$ cat config.mk
export PLATFORM = sky130hd
export DESIGN_NAME = tlv_packet_deframer
export DESIGN_NICKNAME = d
export VERILOG_FILES = /design/src/tlvd_pkg.sv /design/src/tlvd_front.sv /design/src/tlvd_queue.sv /design/src/tlv_packet_deframer.sv
export SDC_FILE = /design/constraint.sdc
export NUM_CORES = 1
export LEC_CHECK = 0
export BUFFER_PORTS_ARGS = -buffer_cell sky130_fd_sc_hd__buf_2
export CORE_ASPECT_RATIO = 1.1
export CORE_MARGIN = 10
export CORE_UTILIZATION = 58
export DETAILED_ROUTE_END_ITERATION = 8
export GPL_TIMING_DRIVEN = 0
export PLACE_DENSITY = 0.72
export SKIP_LAST_GASP = 1
export SLEW_MARGIN = 10
export SYNTH_ARGS = -nofsm -noshare
export SYNTH_HDL_FRONTEND = slang
export SYNTH_SLANG_ARGS = --single-unit
$ cat constraint.sdc
create_clock -name clk -period 6.7 [get_ports clk]
set_clock_uncertainty 0.1 [all_clocks]
set_input_delay 1.34 -clock clk [delete_from_list [all_inputs] [get_ports clk]]
set_output_delay 1.34 -clock clk [all_outputs]
set_load 0.01 [all_outputs]
$ cat src/tlvd_pkg.sv
package tlvd_pkg;

	localparam int QUEUE_AW = 2;

	localparam logic [1:0] KIND_PKT_HDR = 2'd0;
	localparam logic [1:0] KIND_TLV_HDR = 2'd1;
	localparam logic [1:0] KIND_PAYLOAD = 2'd2;

	localparam logic [15:0] TYPE_IFRAME = 16'h0064;
	localparam logic [15:0] TYPE_PFRAME = 16'h0066;

	localparam int TDATA_W = 64;
	localparam int TUSER_W = 4;

	typedef enum logic [2:0] {
		PH_PKT = 3'b001,
		PH_TLV = 3'b010,
		PH_PAY = 3'b100
	} phase_t;

	typedef struct packed {
		logic [7:0]  byte_value;
		logic [1:0]  byte_kind;
		logic [15:0] tlv_code;
		logic        to_handler;
		logic        tlv_end;
		logic        packet_end;
		logic [31:0] seq_no;
		logic        frame_error;
	} result_t;

endpackage

$ cat src/tlvd_front.sv
module tlvd_front (
	input  logic              clk,
	input  logic              arst_n,
	input  logic              in_valid,
	output logic              in_ready,
	input  logic [7:0]        in_byte,
	input  logic              q_full,
	output logic              push,
	output tlvd_pkg::result_t push_data
);
	import tlvd_pkg::*;

	phase_t      phase_q, phase_d;
	logic [2:0]  hidx_q, hidx_d;
	logic [31:0] pleft_q, pleft_d;
	logic [31:0] seq_q, seq_d;
	logic [15:0] ctype_q, ctype_d;
	logic [15:0] payl_q, payl_d;
	result_t     res;

	assign in_ready  = !q_full;
	assign push      = in_valid && !q_full;
	assign push_data = res;

	always_comb begin
		phase_d = phase_q;
		hidx_d  = hidx_q;
		pleft_d = pleft_q;
		seq_d   = seq_q;
		ctype_d = ctype_q;
		payl_d  = payl_q;
		res            = '0;
		res.byte_value = in_byte;
		unique case (phase_q)
			PH_TLV: begin
				res.byte_kind = KIND_TLV_HDR;
				unique case (hidx_q[1:0])
					2'd0: ctype_d = {8'b0, in_byte};
					2'd1: ctype_d = {in_byte, ctype_q[7:0]};
					2'd2: payl_d  = {8'b0, in_byte};
					default: payl_d = {in_byte, payl_q[7:0]};
				endcase
				if (hidx_q[1:0] != 2'd3) begin
					hidx_d = {1'b0, hidx_q[1:0] + 2'd1};
				end else if (({16'b0, payl_d} + 32'd4) > pleft_q) begin
					res.frame_error = 1'b1;
					phase_d = PH_PKT;
					hidx_d  = 3'd0;
				end else begin
					pleft_d = pleft_q - 32'd4;
					hidx_d  = 3'd0;
					if (payl_d == 16'd0) begin
						res.tlv_end = 1'b1;
						if (pleft_d == 32'd0) begin
							phase_d = PH_PKT;
							res.packet_end = 1'b1;
						end else begin
							phase_d = PH_TLV;
						end
					end else begin
						phase_d = PH_PAY;
					end
				end
			end
			PH_PAY: begin
				res.byte_kind  = KIND_PAYLOAD;
				res.tlv_code   = ctype_q;
				res.to_handler = (ctype_q == TYPE_IFRAME) || (ctype_q == TYPE_PFRAME);
				if (payl_q != 16'd0) payl_d = payl_q - 16'd1;
				if (pleft_q != 32'd0) pleft_d = pleft_q - 32'd1;
				if (payl_d == 16'd0) begin
					res.tlv_end = 1'b1;
					hidx_d = 3'd0;
					if (pleft_d == 32'd0) begin
						phase_d = PH_PKT;
						res.packet_end = 1'b1;
					end else begin
						phase_d = PH_TLV;
					end
				end
			end
			default: begin
				res.byte_kind = KIND_PKT_HDR;
				phase_d = PH_PKT;
				unique case (hidx_q)
					3'd0:             pleft_d = {24'b0, in_byte};
					3'd1, 3'd2, 3'd3: pleft_d = {pleft_q[23:0], in_byte};
					3'd4:             seq_d   = {24'b0, in_byte};
					3'd5:             seq_d   = seq_q | {16'b0, in_byte, 8'b0};
					3'd6:             seq_d   = seq_q | {8'b0, in_byte, 16'b0};
					default:          seq_d   = seq_q | {in_byte, 24'b0};
				endcase
				if (hidx_q != 3'd7) begin
					hidx_d = hidx_q + 3'd1;
				end else begin
					hidx_d = 3'd0;
					if (pleft_q <= 32'd4) begin
						res.frame_error = 1'b1;
						pleft_d = 32'd0;
					end else begin
						pleft_d = pleft_q - 32'd4;
						phase_d = PH_TLV;
					end
				end
			end
		endcase
		res.seq_no = seq_d;
	end

	always_ff @(posedge clk or negedge arst_n) begin
		if (!arst_n) begin
			phase_q <= PH_PKT;
			hidx_q  <= 3'd0;
			pleft_q <= 32'd0;
			seq_q   <= 32'd0;
			ctype_q <= 16'd0;
			payl_q  <= 16'd0;
		end else if (push) begin
			phase_q <= phase_d;
			hidx_q  <= hidx_d;
			pleft_q <= pleft_d;
			seq_q   <= seq_d;
			ctype_q <= ctype_d;
			payl_q  <= payl_d;
		end
	end

endmodule

$ cat src/tlvd_queue.sv
module tlvd_queue #(
	parameter int Aw = tlvd_pkg::QUEUE_AW
) (
	input  logic              clk,
	input  logic              arst_n,
	input  logic              push,
	input  tlvd_pkg::result_t push_data,
	output logic              full,
	output logic              out_valid,
	input  logic              out_ready,
	output tlvd_pkg::result_t out_data
);
	import tlvd_pkg::*;

	localparam int Depth = 1 << Aw;

	result_t         mem_q [Depth];
	logic [Aw-1:0]   wr_q, rd_q;
	logic [Aw:0]     count_q;
	logic            pop;

	assign full      = (count_q == (Aw+1)'(Depth));
	assign out_valid = (count_q != '0);
	assign out_data  = mem_q[rd_q];
	assign pop       = out_valid && out_ready;

	always_ff @(posedge clk) begin
		if (push) mem_q[wr_q] <= push_data;
	end

	always_ff @(posedge clk or negedge arst_n) begin
		if (!arst_n) begin
			wr_q    <= '0;
			rd_q    <= '0;
			count_q <= '0;
		end else begin
			if (push) wr_q <= wr_q + Aw'(1);
			if (pop)  rd_q <= rd_q + Aw'(1);
			if (push && !pop)      count_q <= count_q + (Aw+1)'(1);
			else if (pop && !push) count_q <= count_q - (Aw+1)'(1);
		end
	end

endmodule

$ cat src/tlv_packet_deframer.sv
// Length-prefixed TLV deframer for a received byte stream.
// Slave stream: one byte per transaction in s_axis_tdata[7:0].
// Master stream: one tagged byte per transaction. tlast marks the last byte
// of a packet; tuser carries the byte kind (packet header, TLV header,
// payload), the forward flag for I-frame and P-frame payload, and the
// frame error flag. tdata carries the byte, TLV type, TLV end mark and
// the packet sequence number.
// The parser classifies each byte in the cycle it is taken and writes the
// result into a small queue (2**QueueAw entries); the result is registered
// there before it is offered on the master side. One byte per cycle is
// sustained as long as the master side takes a transaction every cycle.
// When the receiver stalls, the queue fills and s_axis_tready drops once it
// is full; nothing is dropped.
// After reset the parser waits for the first byte of a packet header and
// the queue is empty. A bad length raises frame_error and the parser
// resynchronizes on the next byte as a packet header.
module tlv_packet_deframer #(
	parameter int QueueAw = tlvd_pkg::QUEUE_AW
) (
	input  logic                          clk,
	input  logic                          arst_n,
	input  logic                          s_axis_tvalid,
	output logic                          s_axis_tready,
	input  logic [7:0]                    s_axis_tdata,  // in_byte
	output logic                          m_axis_tvalid,
	input  logic                          m_axis_tready,
	// byte_value[7:0], tlv_code[23:8], tlv_end[24], seq_no[56:25], zero pad
	output logic [tlvd_pkg::TDATA_W-1:0]  m_axis_tdata,
	// byte_kind[1:0], to_handler[2], frame_error[3]
	output logic [tlvd_pkg::TUSER_W-1:0]  m_axis_tuser,
	output logic                          m_axis_tlast   // packet_end
);
	import tlvd_pkg::*;

	logic    q_full;
	logic    push;
	result_t push_data;
	result_t out_data;

	tlvd_front u_front (
		.clk       (clk),
		.arst_n    (arst_n),
		.in_valid  (s_axis_tvalid),
		.in_ready  (s_axis_tready),
		.in_byte   (s_axis_tdata),
		.q_full    (q_full),
		.push      (push),
		.push_data (push_data)
	);

	tlvd_queue #(
		.Aw (QueueAw)
	) u_queue (
		.clk       (clk),
		.arst_n    (arst_n),
		.push      (push),
		.push_data (push_data),
		.full      (q_full),
		.out_valid (m_axis_tvalid),
		.out_ready (m_axis_tready),
		.out_data  (out_data)
	);

	assign m_axis_tdata = {7'b0, out_data.seq_no, out_data.tlv_end,
		out_data.tlv_code, out_data.byte_value};
	assign m_axis_tuser = {out_data.frame_error, out_data.to_handler, out_data.byte_kind};
	assign m_axis_tlast = out_data.packet_end;

endmodule

* Word level (Yosys, flattened, before mapping)
Memories as Yosys holds them, arrays and structs flattened.
Index checks and enable logic that the tools add are counted.
** Word-level totals
- Flip-flop bits (word level) :: 109
- Latch bits :: 0
- Bits in writable memories :: 248
- Memory bits (read-only) :: 0
- Input port bits :: 12
- Output and inout port bits :: 71
- Word-level logic and storage cells :: 123
- Memories kept :: 1
** Cells by class
- Add/subtract/negate cells :: 10
- Multipliers :: 0
- Div/mod/pow operators :: 0
- Order comparisons :: 2
- Eq/ne operators :: 19
- Shift-type cells :: 0
- Mux-type cells :: 47
- Bitwise logic cells :: 4
- Reductions and logical operators :: 30
** Memory list
- u_queue.mem_q :: depth 4, bits a word 62, read ports 1, clocked after Yosys merged registers in 0, write ports 1, RTL line tlvd_queue.sv:17 : result_t mem_q [Depth];
** Operators by type and width (number)
- $mux W32 :: 7
- $pmux W32 S2 :: 2
- $pmux W32 S4 :: 1
- $pmux W16 S2 :: 3
- $logic_not A32 Y1 :: 2
- $mux W16 :: 3
- $eq A16 B7 Y1 const B :: 2
- $gt A32 B32 Y1 :: 1
- $le A32 B3 Y1 const B :: 1
- $logic_not A16 Y1 :: 2
- $or A32 B16 Y32 :: 1
- $or A32 B24 Y32 :: 1
- $or A32 B32 Y32 :: 1
- $reduce_bool A32 Y1 :: 1
- $sub A32 B1 Y32 const B :: 1
- $sub A32 B3 Y32 const B :: 1
- $mux W3 :: 9
- $add A16 B3 Y17 const B :: 1
- $mux W17 :: 1
- $mux W2 :: 8
- $reduce_bool A16 Y1 :: 1
- $sub A16 B1 Y16 const B :: 1
- $eq A3 B3 Y1 const B :: 5
- $pmux W3 S2 :: 2
- 28 further kinds :: 54

* Depth between registers and ports, before layout
Gate-level depths: netlist of run 1.
- Depth in word-level cells :: 9
- Depth in mapped cells :: 23
- Depth with buffers taken out :: 19

* Hierarchy
A second synthesis of run 1 with hierarchy kept.
** Unflattened totals
- Cells, all modules :: 1490
- Area, all modules :: 17872.1 um^2
** Modules (own cells, without submodules)
- tlvd_queue :: instances 1, cells an instance 358, area an instance 9417.8 um^2, sequential area each 7622.3 um^2
- tlvd_front :: instances 1, cells an instance 1124, area an instance 8398.1 um^2, sequential area each 2553.7 um^2
- tlv_packet_deframer :: instances 1, cells an instance 8, area an instance 56.3 um^2, sequential area each 0.0 um^2

* Worst setup path after synthesis of run 1
Ideal clock, no wire load.
- Path kind :: input-to-reg
- Start point :: input port s_axis_tdata[3]
- End point :: register u_front.pleft_q[21]
- Library setup time :: 0.133 ns
- Data arrival time :: 5.251 ns
- Setup slack :: 1.216 ns
- Stages :: 18
- Cell sequence :: clkbuf_1 > nand3b_1 > a222oi_1 > and3_1 > nand4_1 > o41ai_1 > o21ai_0 > o221ai_1 > ha_1 > o21a_1 > o2111a_1 > o41ai_1 > a21oi_1 > or2_1 > buf_2 > clkbuf_1 > o21ai_0 > o21ai_0
** Between the ends
- Word-level cells in the longest chain between the ends :: 6
** RTL lines
- from (decl) :: RTL line tlv_packet_deframer.sv:24 : input logic [7:0] s_axis_tdata,
- $pmux W16 S2 :: RTL line tlvd_front.sv:37 : unique case (hidx_q[1:0])
- $mux W16 :: RTL line tlvd_front.sv:34 : unique case (phase_q)
- $add A16 B3 Y17 :: RTL line tlvd_front.sv:45 : end else if (({16'b0, payl_d} + 32'd4) > pleft_q) begin
- $gt A32 B32 Y1 :: RTL line tlvd_front.sv:45
- $ne A2 B2 Y1 (no line)
- $reduce_and A4 Y1 (no line)
- to (signal assigned) :: RTL line tlvd_front.sv:121 : pleft_q <= pleft_d;
- to (decl) :: RTL line tlvd_front.sv:15 : logic [31:0] pleft_q, pleft_d;
No other way between the ends. The select of a mux whose other input is x is not followed.
A chain may end at the register's enable or synchronous reset.

* Worst setup path in the final report of run 1
- Start point :: input port s_axis_tdata[1]
- End point :: register u_front.pleft_q[20]
The elaborated chain is that of the path after synthesis.

==> results.yml, run 1 <==
timing:
  relSlewSlack_pct: 20.2
  fin_crit_sh_pct: 94.7
  drv_slew: 0
  finalHoldViolCount: 0
  setup_viol: 0
  tns_ns: 0
  worstMarginPinSlew_ns: 1.19
  fmax_mhz: 158
  rsz0062_at_grt: "no"
  period_needed_ns: 6.35
global_routing:
  busiest_layer: "met2"
  grt_max_degree: 71
  track_usage_pct: 27.4
  antenna_found_initial: 0
  grt.overflow.total: 0
  use_met3_pct: 4.73
  globalRouteMet1Util_pct: 35.3
  met2_usage_pct: 45.8
  grt_pass1_wl_mm: 81.4
  grt_pass1_vias: 13300
setup_path:
  cp.required_ns: 6.97
  path_max_fanout: 10
  critical_path_class: "primary input to register"
  end_kind: "register"
  crit_path_max_incr_delay_ns: 0.81
  start_kind: "primary input"
  worstPathArrival_ns: 6.62
  path_delay_family: "compound AO/OA/AOI/OAI gates"
  startpoint: "s_axis_tdata[1]"
  crit_buf_inv: 4
  regToRegEndpoint: "u_front.pleft_q[20]$_DFFE_PN0P_"
  cp_cell_sequence: "buf_2 > clkbuf_1 > mux2i_1 > nor2_1 > nand4_1 > o41ai_1 > o21ai_0 > o221ai_1 > ha_1 > o21a_1 > o2111a_1 > o41ai_1 > a21oi_1 > or2_1 > buf_2 > clkbuf_1 > o21ai_0 > o21ai_0"
  cp_slowest_cell: "o41ai_1"
  r2r.worst_path.cells: 20
  crit_path_frequent_cell: "o21ai_0"
  rrSetupSlack_ns: 0.39
  reg2reg_from: "u_front.hidx_q[1]$_DFFE_PN0P_"
pwr:
  p_per_area_nw_per_um2: 516
  leakage_nw: 7.59
  vdd_drop_max_v: 0.000272
  p_total_mw: 10.4
clocking:
  root_buffer: "clkbuf_16"
  cts_num_sinks: 357
  cts_buffers: 37
  clockBufferDepth: 3
  clk_latency_ns: 0.53
  htreeDepth: 2
  cts_tree: "built"
  clk_pin_slew_ns: 0.05
  cts-hold-fix-buffers: 0
logic_synthesis:
  ys_seq_area_share_pct: 57.0
  synth_top_cells_by_area: "edfxtp_1 42%, dfrtp_1 15%, mux4_2 7.8%, nand2_1 3.6%, nor2_1 2.5%"
  synth_cell_types: 91
  synth_warnings: 0
  ys_seq_elements: 357
  synthTopCellsByCount: "248 x edfxtp_1, 169 x nand2_1, 119 x nor2_1"
  synth.top_cell.area_share_pct: 41.7
  synth_area_per_cell_um2: 11.8
  netlist_instances: 1508
  synth_edf_count: 248
  synth_area_leader_cell: "edfxtp_1"
  ys.flop_type: "edfxtp_1"
  syn_area_um2: 17900
  ys_async_sr_fraction_pct: 30.5
  synth_most_common_cell: "edfxtp_1"
floorplanning:
  die_w_um: 187
  die_area_um2: 38200
  initial_core_util_pct: 58.7
  coreArea_um2: 30400
  rows: 67
  die_y_um: 204
  io-pin-count: 83
finish:
  fin_cells: 2073
  num_antenna_cells: 0
  area_growth_pct: 12.4
  drive_gt1_share_pct: 15.0
  postLayoutCoreUtil_pct: 66.0
  fin_nets: 1676
placement:
  place.gp.congestion: 1.02
  place_inst: 2008
  dpl.hpwl_mm: 36.7
  io_buffers: 75
drt:
  vias: 13500
  drc_errors: 0
  drt_iter0_markers: 1421
  totalWireLength_mm: 53.3
  vias_per_cell: 6.53
  first_pass_iters: 6
  wire_per_inst_um: 25.7
  ant_nets: 0
worst_hold_path:
  min_path_cells: 2
  hold_start: "u_front.ctype_q[1]$_DFFE_PN0P_"
  hold_end: "u_front.ctype_q[1]$_DFFE_PN0P_"
  hold_class: "register to register"
run:
  cap_viol_max_count: 0
status:
  status: "finished, final reports clean"
## cells by family (layout without fill, tap and decap cells)
family	Yosys count	count (layout)	share of synthesized area, %
AOI/OAI and AO/OA	313	313	11.4
xor gates and xnor gates	40	40	1.96
adders and majority gates	33	33	2.35
buffers and inverters	161	306	3.82
DFF	357	357	57.0
muxes	72	72	8.40
other	1	7	0.0210
and+or+nand+nor	531	531	15.0
## metal layers
| layer | vias up | routed length (um) |
|---|---|---|
| li1 | 5963 | - |
| met1 | 6766 | 21200 |
| met2 | 685 | 26000 |
| met3 | 118 | 4220 |
| met4 | 0 | 1880 |
| met5 | - | 0 |
## timing repair
action / 4_1_cts / 5_1_grt
setup endpoints to repair: 18 / 19
pin swaps: 0 / 1
resized for setup: 0 / 3
gates cloned: 0 / 0
buffers inserted: 0 / 1
## layout make-up
cell class / count / area (um2)
fill: 2218 / 10400
timing repair buffer: 81 / 519
inverter: 38 / 143
sequential: 357 / 10200
clock buffer: 56 / 1050
buffer: 120 / 529
tap: 414 / 518
multi-input combinational: 996 / 7050
clock inverter: 11 / 95.1
## stage by stage
stage	area, um2	hold slack [ns]	setup slack [ns]
floorplan	17900	0.342	1.22
global placement	18800	0.358	-0.660
detailed placement	18900	0.364	-0.687
CTS	20100	0.377	0.279
global route	20100	0.397	0.0290
finish	20100	0.372	0.353
## layout by cell type, fill, tap and decap left out, types with 13 or more instances in the layout
cell	synthesis	layout
dfrtp_1	108	108
nand3_1	25	25
buf_2	10	84
nor2_1	119	119
a21oi_1	72	72
a22o_1	23	23
o22ai_1	20	20
and3_1	34	30
ha_1	32	32
nand2_1	169	169
mux4_2	62	62
clkbuf_16	0	38
edfxtp_1	248	248
a221oi_1	13	13
inv_1	35	35
nand4_1	29	29
o21ai_0	88	88
nor3_1	39	39
xnor2_1	30	30
clkbuf_1	89	100
nor4_1	25	25
## report_power, final
group / total [mW] / internal (mW) / switching (mW)
logic: 4.98 / 1.75 / 3.23
clock network: 1.96 / 1.12 / 0.841
registers: 3.40 / 3.13 / 0.277
total: 10.4 / 6.00 / 4.35
## worst register-to-register path, delay by kind of cell (launching register included)
family	cells	cell delay, ns
AO/OA/AOI/OAI	10	3.28
adder cells (fa/ha/maj)	2	0.69
flip-flops	1	0.40
AND/OR/NAND/NOR	4	0.87
buffers and inverters	4	0.82
## worst max path at each step
stage               cells after the start                         endpoint  slack, ns
CTS                                    18  u_front.pleft_q[20]$_DFFE_PN0P_       0.28
detailed placement                     19  u_front.pleft_q[20]$_DFFE_PN0P_      -0.69
finish                                 18  u_front.pleft_q[20]$_DFFE_PN0P_       0.35
floorplan                              18  u_front.pleft_q[21]$_DFFE_PN0P_       1.22
global route                           21   u_front.pleft_q[5]$_DFFE_PN0P_       0.03
global placement                       19   u_front.pleft_q[6]$_DFFE_PN0P_      -0.66
## flip-flops by register name, indices dropped and copies added (netlist names), 3 cells and up
signal / flops
u_front.ctype_q: 16
u_front.hidx_q: 3
u_front.payl_q: 16
u_front.phase_q: 3
u_front.pleft_q: 32
u_front.seq_q: 32
u_queue.count_q: 3
u_queue.mem_q: 248
Power figures use the tool's default switching activity.
==> inputs of run 2 (changes only) <==
--- a/config.mk
+++ b/config.mk
@@ -5,13 +5,16 @@
 export SDC_FILE = /design/constraint.sdc
 export NUM_CORES = 1
 export LEC_CHECK = 0
-export BUFFER_PORTS_ARGS = -buffer_cell sky130_fd_sc_hd__buf_2
+export CAP_MARGIN = 10
+export CELL_PAD_IN_SITES_DETAIL_PLACEMENT = 1
+export CELL_PAD_IN_SITES_GLOBAL_PLACEMENT = 1
 export CORE_ASPECT_RATIO = 1.1
 export CORE_MARGIN = 10
-export CORE_UTILIZATION = 58
+export CORE_UTILIZATION = 52
 export DETAILED_ROUTE_END_ITERATION = 8
+export DONT_BUFFER_PORTS = 1
 export GPL_TIMING_DRIVEN = 0
-export PLACE_DENSITY = 0.72
+export PLACE_DENSITY = 0.76
 export SKIP_LAST_GASP = 1
 export SLEW_MARGIN = 10
 export SYNTH_ARGS = -nofsm -noshare
==> run 2 against run 1 <==
Sequential power barely moved; hold slack improved by 0.016 ns; global-route usage rose by 0.25 points; first-iteration DRC count decreased by 16%; wire length increased by 11%; final cell count shrank 2.4%; power is 1.3% higher.
==> results.yml, run 2 (synthesis gave the netlist of run 1 again) <==
global_routing:
  track_usage_pct: 27.7
  grt_pass1_vias: 14200
  antenna_found_initial: 0
  grt.overflow.total: 0
  grt_pass1_wl_mm: 90.4
  grt_max_degree: 110
drt:
  ant_nets: 0
  vias_per_cell: 6.64
  vias: 13400
  drc_errors: 0
  drt_iter0_markers: 1192
  first_pass_iters: 8
  wire_per_inst_um: 29.3
  totalWireLength_mm: 59.2
floorplanning:
  die_area_um2: 42200
  die_w_um: 197
  coreArea_um2: 34000
  rows: 71
  io-pin-count: 83
  die_y_um: 214
  initial_core_util_pct: 52.5
clocking:
  clockBufferDepth: 3
  postCtsSetupBuffers: 0
  cts_buffers: 37
  clk_pin_slew_ns: 0.06
  root_buffer: "clkbuf_16"
  htreeDepth: 2
  cts_tree: "built"
  clk_latency_ns: 0.55
  cts_num_sinks: 357
finish:
  final_cell_mix: "248 x edfxtp_1, 169 x nand2_1, 119 x nor2_1"
  num_antenna_cells: 0
  largest_reg_flops: 248
  top_regs: "u_queue.mem_q x248, u_front.pleft_q x32, u_front.seq_q x32"
  postLayoutCoreUtil_pct: 58.3
  stdcell_area_um2: 19800
  mostFrequentLayoutCell: "edfxtp_1"
  drive_gt1_share_pct: 11.5
  area_growth_pct: 11.1
  fin_cells: 2024
  fin_nets: 1602
  largest-register: "u_queue.mem_q"
setup_path:
  worstPathArrival_ns: 6.67
  crit_path_max_incr_delay_ns: 0.70
  path_delay_family: "simple AND/OR/NAND/NOR gates"
  crit_buf_inv: 3
  cp_cell_sequence: "inv_1 > ha_1 > nand3b_2 > a222oi_1 > and3_1 > nand4_1 > nor2_1 > nand3_1 > nor2_1 > mux2i_1 > ha_1 > nand4_1 > or3_1 > a41oi_1 > o41ai_2 > a21oi_1 > or2_1 > buf_2 > clkbuf_1 > o21ai_0 > o21ai_0"
  critical_path_class: "register to register"
  cp_slowest_cell: "a222oi_1"
  cp.required_ns: 7.06
  path_max_fanout: 10
  end_kind: "register"
  start_kind: "register"
pwr:
  leakage_nw: 7.36
  p_total_mw: 10.5
  vdd_drop_max_v: 0.000244
  p_per_area_nw_per_um2: 528
status:
  status: "finished, final reports clean"
timing:
  finalHoldViolCount: 0
  worstMarginPinSlew_ns: 1.20
  fin_crit_sh_pct: 94.1
  rsz0062_at_grt: "no"
  fmax_mhz: 159
  drv_slew: 0
  period_needed_ns: 6.30
  setup_viol: 0
  relSlewSlack_pct: 19.6
  hold_ws_ns: 0.388
placement:
  place_inst: 1956
  dpl.hpwl_mm: 40.6
  io_buffers: 0
  place_area_um2: 18600
  place.gp.congestion: 0.960
run:
  cap_viol_max_count: 0
worst_hold_path:
  hold_class: "primary input to async pin"
run 2: cell types whose count changed in the layout (fill, tap and decap cells not counted), moves of 2 or more:
cell	previous run	this run
bufinv_16	1	5
clkbuf_1	100	94
inv_6	0	2
clkinv_2	3	5
clkinv_4	0	2
buf_2	84	10
run 2: stage by stage:
step	setup slack, ns	TNS (ns)
after floorplan	1.22	0
after global placement	-0.590	-15.25
after detailed placement	-0.588	-15.75
after CTS	0.371	0
after global routing	0.0384	0
final	0.396	0
run 2: what timing repair did:
item	CTS	global route
hold endpoints to repair	0	0
gates resized for setup	1	1
setup endpoints to repair	6	24
hold buffers	0	0
gates cloned	0	0
run 2: area by class of cell:
type / count / area, um2
sequential: 357 / 10200
clock buffer: 46 / 1000
inverter: 38 / 143
timing repair buffer: 4 / 103
multi-input combinational: 996 / 7060
fill: 3458 / 14200
buffer: 123 / 541
clock inverter: 22 / 277
tap: 438 / 548
run 2: report_power, final:
part	switching [mW]	internal (mW)
logic	3.28	1.60
clock network	0.909	1.27
registers	0.295	3.13
run 2: worst register-to-register path, stage by stage, from the launching register on:
cell and delay (ns):
dfrtp_1 0.43, inv_1 0.16, ha_1 0.42, nand3b_2 0.29, a222oi_1 0.70, and3_1 0.33, nand4_1 0.26, nor2_1 0.24
nand3_1 0.14, nor2_1 0.20, mux2i_1 0.11, ha_1 0.34, nand4_1 0.16, or3_1 0.38, a41oi_1 0.21, o41ai_2 0.13
a21oi_1 0.30, or2_1 0.17, buf_2 0.26, clkbuf_1 0.54, o21ai_0 0.22, o21ai_0 0.11
run 2: worst paths after layout:
path,from,endpoint,slack (ns),cells after the start
max reg2reg,u_front.hidx_q[0]$_DFFE_PN0P_,u_front.pleft_q[3]$_DFFE_PN0P_,0.40,21
max in group asynchronous,arst_n,u_front.phase_q[0]$_DFFE_PN1P_,5.83,0
min in group clk,u_front.seq_q[10]$_DFFE_PN0P_,u_front.seq_q[10]$_DFFE_PN0P_,0.39,2
max,u_front.hidx_q[0]$_DFFE_PN0P_,u_front.pleft_q[3]$_DFFE_PN0P_,0.40,21
min,arst_n,u_front.pleft_q[23]$_DFFE_PN0P_,0.39,0
min reg2reg,u_front.seq_q[10]$_DFFE_PN0P_,u_front.seq_q[10]$_DFFE_PN0P_,0.39,2
run 2: routing by layer:
metal | wire (um) | global-route usage (%)
met5 | 0 | 0
met4 | 2220 | 10.5
met3 | 3650 | 4.71
met2 | 29700 | 46.5
met1 | 23700 | 35.1
==> inputs of run 3 (changes only) <==
--- a/config.mk
+++ b/config.mk
@@ -15,6 +15,7 @@
 export DONT_BUFFER_PORTS = 1
 export GPL_TIMING_DRIVEN = 0
 export PLACE_DENSITY = 0.76
+export RECOVER_POWER = 25
 export SKIP_LAST_GASP = 1
 export SLEW_MARGIN = 10
 export SYNTH_ARGS = -nofsm -noshare
==> run 3 against run 2 <==
Sequential power hardly changed; wire length is 0.26% higher; highest routed layer unchanged; sequential share of layout area hardly changed; cell area hardly changed.
==> results.yml, run 3 (synthesis gave the netlist of run 1 again) <==
timing:
  drv_slew: 0
  finalHoldViolCount: 0
  finalWorstSetupSlack_ns: 0.399
  worstMarginPinSlew_ns: 1.22
  period_needed_ns: 6.30
  relSlewSlack_pct: 18.4
  fmax_mhz: 159
  rsz0062_at_grt: "no"
  setup_viol: 0
  hold_ws_ns: 0.387
  fin_crit_sh_pct: 94.1
clocking:
  cts_num_sinks: 357
  clockBufferDepth: 3
  root_buffer: "clkbuf_16"
  postCtsSetupBuffers: 0
  clk_pin_slew_ns: 0.06
  htreeDepth: 2
  clk_latency_ns: 0.55
  cts_buffers: 37
  cts_tree: "built"
  cts-hold-fix-buffers: 0
setup_path:
  cp_cell_sequence: "inv_1 > ha_1 > nand3b_2 > a222oi_1 > and3_1 > nand4_1 > nor2_1 > nand3_1 > nor2_1 > mux2i_1 > ha_1 > nand4_1 > or3_1 > a41oi_1 > o41ai_2 > a21oi_1 > or2_1 > buf_2 > clkbuf_1 > o21ai_0 > o21ai_0"
  start_kind: "register"
  path_max_fanout: 10
  cp.required_ns: 7.05
  rrSetupSlack_ns: 0.40
  critical_path_class: "register to register"
  startpoint: "u_front.hidx_q[0]$_DFFE_PN0P_"
  r2r.worst_path.cells: 21
  endpoint: "u_front.pleft_q[13]$_DFFE_PN0P_"
  cp_slowest_cell: "a222oi_1"
  crit_path_max_incr_delay_ns: 0.70
  reg2reg_from: "u_front.hidx_q[0]$_DFFE_PN0P_"
  worstPathArrival_ns: 6.66
  regToRegEndpoint: "u_front.pleft_q[13]$_DFFE_PN0P_"
  end_kind: "register"
status:
  status: "finished, final reports clean"
finish:
  postLayoutCoreUtil_pct: 58.3
  fillers: 3460
  mostFrequentLayoutCell: "edfxtp_1"
  num_antenna_cells: 0
  drive_gt1_share_pct: 11.3
  area_growth_pct: 11.0
  fin_nets: 1602
  largest-register: "u_queue.mem_q"
  top_regs: "u_queue.mem_q x248, u_front.pleft_q x32, u_front.seq_q x32"
  largest_reg_flops: 248
  final_cell_mix: "248 x edfxtp_1, 169 x nand2_1, 119 x nor2_1"
drt:
  vias_per_cell: 6.68
  drc_errors: 0
  ant_nets: 0
  totalWireLength_mm: 59.4
  vias: 13500
  wire_per_inst_um: 29.3
  drt_iter0_markers: 1219
  first_pass_iters: 6
pwr:
  vdd_drop_max_v: 0.000243
  p_seq_share_pct: 32.6
  p_total_mw: 10.5
  combPwrFrac_pct: 46.6
  pwr-share-clk_pct: 20.8
  leakage_nw: 7.36
  internal_power_mw: 5.99
  p_per_area_nw_per_um2: 529
  p_switching_mw: 4.50
  sw_frac_of_total_pct: 42.9
worst_hold_path:
  hold_class: "primary input to async pin"
placement:
  io_buffers: 0
  place.gp.congestion: 0.960
  dpl.hpwl_mm: 40.6
  dpl_worst_slack_ns: -0.588
floorplanning:
  initial_core_util_pct: 52.5
  die_w_um: 197
  die_area_um2: 42200
  io-pin-count: 83
  rows: 71
  die_y_um: 214
  coreArea_um2: 34000
global_routing:
  grt_pass1_vias: 14200
  track_usage_pct: 27.7
  grt.overflow.total: 0
  grt_pass1_wl_mm: 90.4
  antenna_found_initial: 0
  grt_max_degree: 110
run:
  cap_viol_max_count: 0
==> run 3: cell count changes in the layout (fill, tap and decap cells not counted) <==
| cell | previous run | this run |
|---|---|---|
| and3_4 | 4 | 2 |
| and3_1 | 30 | 32 |
==> run 3: critical path, delay by kind of cell (launching register included) <==
family                   cells  cell delay (ns)
flip-flops                   1             0.43
buffers and inverters        3             0.95
multiplexers                 1             0.11
AND/OR/NAND/NOR              9             2.18
AO/OA/AOI/OAI                6             1.67
adder cells (fa/ha/maj)      2             0.76
==> run 3: stage by stage <==
stage,TNS [ns],cell area (um2),instances
global placement,-15.25,18400,1952
global route,0,19800,2024
detailed placement,-15.75,18600,1956
finish,0,19800,2024
floorplan,0,17900,1514
CTS,0,19800,2024
==> run 3: final cells by class <==
cell class	instances	area (um2)	area share, %
buffer	123	541	2.73
clock buffer	46	1000	5.05
clock inverter	22	277	1.39
inverter	38	143	0.719
multi-input combinational	996	7050	35.5
sequential	357	10200	51.3
tap	438	548	2.76
timing repair buffer	4	103	0.517
==> run 3: repair_timing <==
action,4_1_cts,5_1_grt
endpoints found under the setup margin,6,24
gates resized for setup,1,1
pin swaps,0,0
==> run 3: power groups by stage <==
| stage | logic [mW] | clock network, mW | registers (mW) |
|---|---|---|---|
| after detailed placement | 4.78 | 0 | 3.45 |
| after global placement | 4.64 | 0 | 3.43 |
| after floorplan | 3.30 | 0 | 3.35 |
| after global routing | 5.25 | 2.30 | 3.47 |
| final | 4.89 | 2.18 | 3.43 |
| after CTS | 4.83 | 2.20 | 3.42 |
==> run 3: routing by layer <==
metal / global-route usage, % / vias to the layer above / part of all wire [%]
met5: 0 / - / 0
met4: 10.5 / 0 / 3.8
met3: 4.71 / 152 / 6.2
met2: 46.5 / 523 / 50
met1: 35.1 / 7041 / 40
li1: - / 5799 / -
==> run 3: how the worst min path moves through the flow <==
stage	cells past startpoint	to	start	slack [ns]
final	0	u_front.pleft_q[23]$_DFFE_PN0P_	arst_n	0.39
after global routing	0	u_front.pleft_q[23]$_DFFE_PN0P_	arst_n	0.37
after CTS	0	u_front.ctype_q[13]$_DFFE_PN0P_	arst_n	0.37
after detailed placement	2	u_front.seq_q[22]$_DFFE_PN0P_	u_front.seq_q[22]$_DFFE_PN0P_	0.37
after global placement	2	u_front.ctype_q[6]$_DFFE_PN0P_	u_front.ctype_q[6]$_DFFE_PN0P_	0.36
after floorplan	2	u_front.ctype_q[1]$_DFFE_PN0P_	u_front.ctype_q[1]$_DFFE_PN0P_	0.34
